**src/sv/msfsc_pkg.sv**
```systemverilog
// Package for the multi-stream frame set collector.
// Holds the table size, request/response structs, register indexes and sequencer states.
// No dependencies.
package msfsc_pkg;

   // table size and stream id width
   localparam int MAX_STREAMS     = 8;
   localparam int STREAM_ID_WIDTH = 4;
   localparam int IDX_W = (MAX_STREAMS > 1) ? $clog2(MAX_STREAMS) : 1;
   localparam int CNT_W = $clog2(MAX_STREAMS + 1);

   // configuration port
   localparam int CSR_DATA_W  = 32;
   localparam int CSR_INDEX_W = 1;

   typedef enum logic [CSR_INDEX_W-1:0] {
      CSR_STREAM_COUNT = 1'b0,
      CSR_AGE_LIMIT    = 1'b1
   } csr_index_type;

   // one frame descriptor request
   typedef struct packed {
      logic [STREAM_ID_WIDTH-1:0] stream_id;
      logic [30:0]                frame_number;
      logic [63:0]                capture_time_us;
      logic [7:0]                 source_type;
   } req_type;

   // one emitted entry of a frame set
   typedef struct packed {
      logic [STREAM_ID_WIDTH-1:0] out_stream_id;
      logic [30:0]                out_frame_number;
      logic [63:0]                out_capture_time_us;
      logic [7:0]                 out_source_type;
      logic                       last_in_set;
   } rsp_type;

   // sequencer states
   typedef enum logic [1:0] {
      ST_IDLE,
      ST_SCAN,
      ST_APPEND,
      ST_EMIT
   } state_type;

endpackage

```
**src/sv/multi_stream_frame_set_collector.sv**
```systemverilog
// Top level of the multi-stream frame set collector: pending table, scan sequencer,
// shared age comparator and set emission. Depends on msfsc_pkg.
//
// A request is taken when start is high and busy is low; busy then stays high until the
// request is fully handled. The sequencer walks the P pending entries one per cycle
// through a single 64-bit age comparator that also checks for a repeated stream id and
// compacts the table in place, then appends the new descriptor in its own state. If the
// table then holds the configured stream count, its N entries are sent one per cycle
// on rsp_data with rsp_valid high for one cycle each, the last one flagged, and the table
// is cleared. Busy then drops and the next request can be taken. At most seven
// entries are pending between requests. Responses cannot be held off: the receiver must
// take each one in the cycle it is shown. Configuration writes are meant to happen only
// while busy is low.
module multi_stream_frame_set_collector (
   input  logic                                clock,
   input  logic                                reset,
   input  logic                                start,
   output logic                                busy,
   input  msfsc_pkg::req_type                  req_data,
   output logic                                rsp_valid,
   output msfsc_pkg::rsp_type                  rsp_data,
   input  logic                                csr_we,
   input  logic [msfsc_pkg::CSR_INDEX_W-1:0]   csr_index,
   input  logic [msfsc_pkg::CSR_DATA_W-1:0]    csr_wdata
);

   // sequencer and control registers
   msfsc_pkg::state_type             state_ff, state_in;
   logic [msfsc_pkg::CNT_W-1:0]      count_ff, count_in;
   logic [msfsc_pkg::CNT_W-1:0]      idx_ff, idx_in;
   logic [msfsc_pkg::CNT_W-1:0]      kept_ff, kept_in;
   logic                             same_ff, same_in;
   logic [3:0]                       stream_count_ff;
   logic [31:0]                      age_limit_ff;

   // payload registers
   msfsc_pkg::req_type               req_ff, req_in;
   msfsc_pkg::req_type               entry_ff [msfsc_pkg::MAX_STREAMS];

   // table write port
   logic                             ent_we;
   logic [msfsc_pkg::IDX_W-1:0]      ent_waddr;
   msfsc_pkg::req_type               ent_wdata;

   // derived values
   msfsc_pkg::req_type               cur_entry;
   logic [64:0]                      age_diff;
   logic                             too_old;
   logic                             id_match;
   logic                             scan_done;
   logic [msfsc_pkg::CNT_W-1:0]      need;
   logic [msfsc_pkg::CNT_W-1:0]      base;
   logic [msfsc_pkg::CNT_W-1:0]      new_count;
   logic                             set_full;
   logic                             emit_last;
   msfsc_pkg::csr_index_type         csr_sel;

   assign csr_sel = msfsc_pkg::csr_index_type'(csr_index);

   // configuration registers
   always_ff @(posedge clock) begin
      if (reset) begin
         stream_count_ff <= 4'd1;
         age_limit_ff    <= 32'd20000;
      end else if (csr_we) begin
         unique case (csr_sel)
            msfsc_pkg::CSR_STREAM_COUNT: stream_count_ff <= csr_wdata[3:0];
            msfsc_pkg::CSR_AGE_LIMIT:    age_limit_ff    <= csr_wdata[31:0];
            default: ;
         endcase
      end
   end

   // entries needed for a complete set: zero acts as one, large values saturate
   always_comb begin
      if (stream_count_ff == 4'd0) begin
         need = msfsc_pkg::CNT_W'(1);
      end else if (int'(stream_count_ff) > msfsc_pkg::MAX_STREAMS) begin
         need = msfsc_pkg::CNT_W'(msfsc_pkg::MAX_STREAMS);
      end else begin
         need = msfsc_pkg::CNT_W'(stream_count_ff);
      end
   end

   // shared compare unit: entry under the scan index against the held request
   assign cur_entry = entry_ff[idx_ff[msfsc_pkg::IDX_W-1:0]];
   assign age_diff  = {1'b0, req_ff.capture_time_us} - {1'b0, cur_entry.capture_time_us};
   assign too_old   = !age_diff[64] && (age_diff[63:0] > {32'd0, age_limit_ff});
   assign id_match  = (cur_entry.stream_id == req_ff.stream_id);
   assign scan_done = (idx_ff == count_ff);

   // append position and set completion
   assign base      = same_ff ? '0 : kept_ff;
   assign new_count = base + msfsc_pkg::CNT_W'(1);
   assign set_full  = (new_count >= need);
   assign emit_last = (idx_ff + msfsc_pkg::CNT_W'(1) == count_ff);

   // next state
   always_comb begin
      state_in = state_ff;
      unique case (state_ff)
         msfsc_pkg::ST_IDLE:   if (start) state_in = msfsc_pkg::ST_SCAN;
         msfsc_pkg::ST_SCAN:   if (scan_done) state_in = msfsc_pkg::ST_APPEND;
         msfsc_pkg::ST_APPEND: state_in = set_full ? msfsc_pkg::ST_EMIT : msfsc_pkg::ST_IDLE;
         msfsc_pkg::ST_EMIT:   if (emit_last) state_in = msfsc_pkg::ST_IDLE;
         default:              state_in = msfsc_pkg::ST_IDLE;
      endcase
   end

   // outputs
   always_comb begin
      busy      = (state_ff != msfsc_pkg::ST_IDLE);
      rsp_valid = (state_ff == msfsc_pkg::ST_EMIT);
      rsp_data.out_stream_id       = cur_entry.stream_id;
      rsp_data.out_frame_number    = cur_entry.frame_number;
      rsp_data.out_capture_time_us = cur_entry.capture_time_us;
      rsp_data.out_source_type     = cur_entry.source_type;
      rsp_data.last_in_set         = emit_last;
   end

   // datapath next values and table writes
   always_comb begin
      count_in  = count_ff;
      idx_in    = idx_ff;
      kept_in   = kept_ff;
      same_in   = same_ff;
      req_in    = req_ff;
      ent_we    = 1'b0;
      ent_waddr = kept_ff[msfsc_pkg::IDX_W-1:0];
      ent_wdata = cur_entry;
      unique case (state_ff)
         msfsc_pkg::ST_IDLE: begin
            if (start) begin
               req_in  = req_data;
               idx_in  = '0;
               kept_in = '0;
               same_in = 1'b0;
            end
         end
         msfsc_pkg::ST_SCAN: begin
            // repeated stream flushes everything; otherwise drop stale entries in order
            if (!scan_done) begin
               if (id_match) same_in = 1'b1;
               if (!too_old) begin
                  ent_we  = (kept_ff != idx_ff);
                  kept_in = kept_ff + msfsc_pkg::CNT_W'(1);
               end
               idx_in = idx_ff + msfsc_pkg::CNT_W'(1);
            end
         end
         msfsc_pkg::ST_APPEND: begin
            // at most MAX_STREAMS-1 entries survive, so the table never overflows here
            ent_we    = 1'b1;
            ent_waddr = base[msfsc_pkg::IDX_W-1:0];
            ent_wdata = req_ff;
            count_in  = new_count;
            idx_in    = '0;
         end
         msfsc_pkg::ST_EMIT: begin
            idx_in = idx_ff + msfsc_pkg::CNT_W'(1);
            if (emit_last) count_in = '0;
         end
         default: ;
      endcase
   end

   // control registers
   always_ff @(posedge clock) begin
      if (reset) begin
         state_ff <= msfsc_pkg::ST_IDLE;
         count_ff <= '0;
         idx_ff   <= '0;
         kept_ff  <= '0;
         same_ff  <= 1'b0;
      end else begin
         state_ff <= state_in;
         count_ff <= count_in;
         idx_ff   <= idx_in;
         kept_ff  <= kept_in;
         same_ff  <= same_in;
      end
   end

   // held request and pending table
   always_ff @(posedge clock) begin
      req_ff <= req_in;
      if (ent_we) entry_ff[ent_waddr] <= ent_wdata;
   end

   // checks
   a_emit_in_range: assert property (@(posedge clock) disable iff (reset)
      rsp_valid |-> (idx_ff < count_ff))
      else $error("response index beyond pending count");

   a_last_ends_set: assert property (@(posedge clock) disable iff (reset)
      (rsp_valid && rsp_data.last_in_set) |=> (!busy && count_ff == '0))
      else $error("set did not end after last response");

   a_accept_busy: assert property (@(posedge clock) disable iff (reset)
      (start && !busy) |=> (busy && !rsp_valid))
      else $error("accepted request did not raise busy");

   a_count_bound: assert property (@(posedge clock) disable iff (reset)
      (state_ff == msfsc_pkg::ST_IDLE) |->
         (count_ff < msfsc_pkg::CNT_W'(msfsc_pkg::MAX_STREAMS)))
      else $error("pending table full while idle");

endmodule
```
**config.mk**
```make
export PLATFORM = sky130hd
export DESIGN_NAME = multi_stream_frame_set_collector
export DESIGN_NICKNAME = d
export VERILOG_FILES = /design/src/sv/msfsc_pkg.sv /design/src/sv/multi_stream_frame_set_collector.sv
export SDC_FILE = /design/constraint.sdc
export NUM_CORES = 1
export LEC_CHECK = 0
export BUFFER_PORTS_ARGS = -buffer_cell sky130_fd_sc_hd__buf_4
export CELL_PAD_IN_SITES_DETAIL_PLACEMENT = 1
export CELL_PAD_IN_SITES_GLOBAL_PLACEMENT = 2
export CORE_AREA = 3 3 258 450
export DETAILED_ROUTE_END_ITERATION = 16
export DIE_AREA = 0 0 261 453
export GPL_ROUTABILITY_DRIVEN = 0
export HOLD_SLACK_MARGIN = 0.06
export PLACE_DENSITY_LB_ADDON = 0.1
export SKIP_CTS_REPAIR_TIMING = 1
export SLEW_MARGIN = 20
export SYNTH_ARGS = -nofsm -noshare
export SYNTH_HDL_FRONTEND = slang
export SYNTH_SLANG_ARGS = --single-unit
```
**constraint.sdc**
```tcl
create_clock -name clock -period 23.3 [get_ports clock]
set_input_delay 4.66 -clock clock [delete_from_list [all_inputs] [get_ports clock]]
set_output_delay 4.66 -clock clock [all_outputs]
set_load 0.05 [all_outputs]
```
======== Word-level counts from Yosys, hierarchy flattened ========
Memory sizes are Yosys's and may differ from the RTL's. A register that Yosys moved wholly into a read port is not among the register bits.
Cells that the tools add are included.
storage, ports and cells
  register bits after elaboration ......... 158
  RAM bits ................................ 856
  bits of input ports ..................... 144
  output and inout port bits .............. 110
  logic and storage cells ................. 77
  memories ................................ 1
cells by class
  add/subtract/negate cells ............... 4
  $lt $le $gt $ge ......................... 3
  equal/unequal tests ..................... 13
  multiplexer cells ....................... 29
  bitwise operators ....................... 1
  reductions and logical operators ........ 15
memories
  name      words  bits a word  read ports  clocked after Yosys merged registers in  write ports  RTL line                                RTL
  entry_ff  8      107          1           1                                        1            multi_stream_frame_set_collector.sv:38  msfsc_pkg::req_type entry_ff [msfsc_pkg::MAX_STREAMS];
operator list
  cell                                                              count
  107-bit two-way mux                                               1
  64-bit by 64-bit subtractor with 65-bit output                    1
  64-bit by 32-bit greater-than comparator with 1-bit output        1
  4-bit two-way mux                                                 8
  4-bit one-hot mux with 2 select lines                             2
  4-bit one-hot mux with 4 select lines                             1
  4-bit by 1-bit adder with 4-bit output (second input constant)    3
  4-bit == test                                                     3
  2-bit inequality test (second input constant)                     5
  2-bit AND reduction                                               5
  3-bit two-way mux                                                 3
  2-bit two-way mux                                                 4
  2-bit one-hot mux with 4 select lines                             1
  4-bit AND reduction                                               2
  1-bit two-way mux                                                 7
  2-bit nonzero test                                                3
  2-bit == test (second input constant)                             2
  4-bit greater-or-equal comparator                                 1
  4-bit greater-than comparator (second input constant)             1
  4-bit logical NOT                                                 1
  4-bit inequality test                                             1
  1-bit one-hot mux with 2 select lines                             2
  3-bit AND reduction                                               1
  2-bit by 1-bit == test with 1-bit output (second input constant)  1
  5 further kinds                                                   5

======== Logic depth before layout (Yosys ltp) ========
  depth after elaboration ................. 8
  mapped depth ............................ 29
  mapped depth without buffers ............ 25

======== Worst setup path after synthesis ========
No wires, ideal clock.
  kind .................................... register to register
  from .................................... register with a tool-made name
  to ...................................... memory entry_ff[1][0] (netlist name) (enable)
  setup time .............................. 1.144 ns
  arrival time ............................ 23.728 ns
  data required time ...................... 22.156 ns
  setup slack ............................. -1.571 ns
  cell stages (with the launch flop) ...... 29
  path buffers ............................ 3
  clock period less this slack ............ 24.871 ns
  cells stage by stage .................... dfxtp_1 clkbuf_1 clkbuf_1 buf_1 mux4_2 mux2_2 ha_1 fa_1 nand2b_1 a21oi_1 o21ai_0 o21ai_0 a21oi_1 o21bai_1 a21oi_1 xnor2_1 ha_1 nand3_1 or2_2 nor4_1 and4_1 nand3_1 o21a_1 or4b_2 nor4_1 nand4_1 nor4_1 o21ai_1 a2111oi_0
RTL lines
  what              RTL line
  end: declaration  multi_stream_frame_set_collector.sv:38

==> key figures <==
Floorplanning
  • Initial Util: 39.9%
  • Horiz. Die Dim: 261 um
  • Die ar.: 118,000 um^2
  • DIE HEIGHT: 453 um
  • Std cell rows: 163
  • Ports: 254
  • Core box area: 113,000 um^2

Yosys
  • Post-synth ARST share: 0%
  • Synth Cell Area: 45,000 um^2
  • Synth Area in Compound Gates: 5.28%
  • Post-synthesis sequential area ratio: 66.7%
  • Number of synthesized flops with an enable pin: 963
  • Mux cell area share after synthesis: 16.4%
  • Cell count after synthesis: 2,742
  • Syn Nets: 2,995
  • Syn Area/Cell: 16.4 um^2
  • Largest family of logic cells by synthesized area: multiplexers
  • Yosys reg bits: 1,017
  • Synth Area in Adders: 3.05%
  • Prevailing post-synth register cell: edfxtp_1
  • Count of cell types in the netlist: 72
  • Post-synthesis xor/xnor area fraction: 1.19%
  • Synth Warn #: 0
  • Post-synthesis simple-gate area fraction: 5.14%

Layout
  • Post-route insts no fill: 4,542
  • Share of layout cells above drive strength 1: 28.7%
  • Fin nets: 3,239
  • Area Growth Syn to Fin: 14.8%
  • FILL cells: 10,900
  • Finished Cell Area: 51,600 um^2
  • ANT cells: 0

Timing
  • Setup repair after global routing missed its margin: no
  • Max-slew violation count: 0
  • Worst-Margin Slew: 1.12 ns
  • Setup violations, final: 0
  • Fin. Hold Viols: 0
  • Min cycle time layout: 10.82 ns
  • Setup ws final: 12.48 ns
  • Max Fclk: 92.4 MHz
  • Hold WS: 0.463 ns
  • Final clock skew: 0.0385 ns
  • Final Cycle Share: 46.4%
  • Slew Limit Headroom: 24.8%
  • Sum Neg Setup Slack: 0 ns

Clock tree
  • Num CTS Buffers: 92
  • Worst-Skew Late Latency: 0.70 ns
  • CTS max path bufs: 3
  • CTS clk-pin slew, worst paths: 0.06 ns
  • CTS tree: built
  • Root buffer cell: clkbuf_16
  • Clock Sinks: 1,017
  • H-tree levels: 3

Job
  • Max Cap Viol: 0

Global route
  • GRT met1 Usage: 27.3%
  • Vias in the first global route: 28,100
  • Largest net degree at the start of global routing: 108
  • GR peak layer: met2
  • Initial antenna violation count: 2
  • GRT overflow: 0
  • Met3 usage: 3.46%
  • GRT Total Usage: 21.5%
  • Grt met2 use: 37.2%
  • Global-route wire length before repair: 187,000 um

Worst setup path
  • Slowest-stage cell, CP: buf_4
  • Setup Crit Path Kind: flop to flop
  • WP buf/inv: 4
  • Max incr delay on CP: 0.92 ns
  • CP Max Fanout: 100
  • Startpoint Class: flop
  • WP data arrival: 11.12 ns
  • Worst Setup End Kind: flop
  • Crit path required time: 23.60 ns
  • Cell family with the largest share of critical-path delay: simple AND/OR/NAND/NOR gates

Place
  • I/O Buffers: 253
  • DP Worst Slack: 12.32 ns
  • DP Wirelength: 84,100 um
  • Placed cell area: 48,500 um^2
  • Placed cells: 4,377

Route
  • Detailed Routing Iterations Pass 1: 5
  • Final WL: 127,000 um
  • First DRT Iteration DRCs: 1,629
  • DRC viols: 0
  • Vias per std cell: 5.61
  • Routed vias: 25,500
  • Post-route ant nets: 0
  • Post-DR wirelength/cell: 27.9 um

Power
  • Leak pwr: 0.0169 uW
  • IR drop worst, VDD: 0.0000704 V
  • Pwr/cell area: 118 nW/um^2

Run status
  • Outcome: finished, final reports clean

Min path
  • Worst hold path class: flop to flop
## registers in the layout, indices dropped and copies added (netlist names), named ones only
signal           flops
entry_ff           856
req_ff             107
age_limit_ff        32
count_ff             4
idx_ff               4
kept_ff              4
stream_count_ff      4
state_ff             2
same_ff              1
## kinds of logic after synthesis
group	after synthesis
flops	1017
buf+inv	249
compound gates	384
simple gates	478
xor+xnor	61
fa+ha+maj	109
mux	444
## cell type report
class                   instances  area [um^2]  area share [%]
repair buffers                282         2140            4.15
inverters                     117          444           0.861
clock inverters                61          724            1.40
well taps                    1485         1860            3.60
flip-flops and latches       1017        30000            58.2
clock buffers                 104         2350            4.55
multi-input cells            1476        14100            27.3
## cells in the final DEF, fill, tap and decap left out, types with 22 or more instances in the layout
master	synthesis	layout
o21ai_0	78	78
o21a_1	22	22
mux4_2	214	214
edfxtp_1	963	963
nand2_1	181	180
buf_4	5	280
nand4_1	42	42
clkbuf_16	0	92
xor2_1	22	22
xnor2_1	39	39
o211ai_1	26	26
dfxtp_1	54	51
mux2_2	215	215
a21oi_1	148	144
nand3_1	30	30
ha_1	108	107
nor2_1	104	104
inv_1	116	115
## where the power goes
group	internal, uW	switching, uW	total (uW)
clock	875	686	1560
sequential	2280	64.4	2350
combinational	754	1430	2190
## synthesized netlist by cell type (26+ instances only)
| cell type | number | area share [%] |
|---|---|---|
| clkbuf_1 | 85 | 0.71 |
| nand3_1 | 30 | 0.33 |
| edfxtp_1 | 963 | 64 |
| inv_1 | 116 | 0.97 |
| a21oi_1 | 148 | 1.6 |
| mux4_2 | 214 | 11 |
| dfxtp_1 | 54 | 2.4 |
| o211ai_1 | 26 | 0.43 |
| nand2_1 | 181 | 1.5 |
| o21ai_0 | 78 | 0.87 |
| nand4_1 | 42 | 0.58 |
| xnor2_1 | 39 | 0.76 |
| nor2_1 | 104 | 0.87 |
| mux2_2 | 215 | 5.4 |
| ha_1 | 108 | 3.0 |
## through the flow
step / power [uW] / utilization, %
6_report: 6090 / 45.8
5_1_grt: 6410 / 45.8
4_1_cts: 6170 / 45.8
3_5_place_dp: 4590 / 43.0
3_3_place_gp: 4530 / 43.0
2_1_floorplan: 3830 / -
## path summary, 6_finish.rpt
kind	from	endpoint	slack [ns]	depth (start not counted)
worst max-delay path	flop	entry_ff[3][72]$_DFFE_PP_	12.48	29
worst min-delay path	age_limit_ff[21]$_SDFFE_PP0P_	age_limit_ff[21]$_SDFFE_PP0P_	0.46	2
worst max register to register	flop	entry_ff[3][72]$_DFFE_PP_	12.48	29
worst min register to register	age_limit_ff[21]$_SDFFE_PP0P_	age_limit_ff[21]$_SDFFE_PP0P_	0.46	2
## worst min-delay path: cells and delay by family (launching register included)
kind / cells / cell delay (ns)
flip-flops: 1 / 0.31
AND/OR/NAND/NOR: 1 / 0.05
AO/OA/AOI/OAI: 1 / 0.05
## per-layer routing
layer | routed length (um) | vias to the layer above
met3 | 5590 | 214
met1 | 52000 | 13300
met5 | 0 | -
li1 | - | 11300
met4 | 4800 | 0
met2 | 64400 | 655
Note: power is estimated with default switching activity, not from simulation.
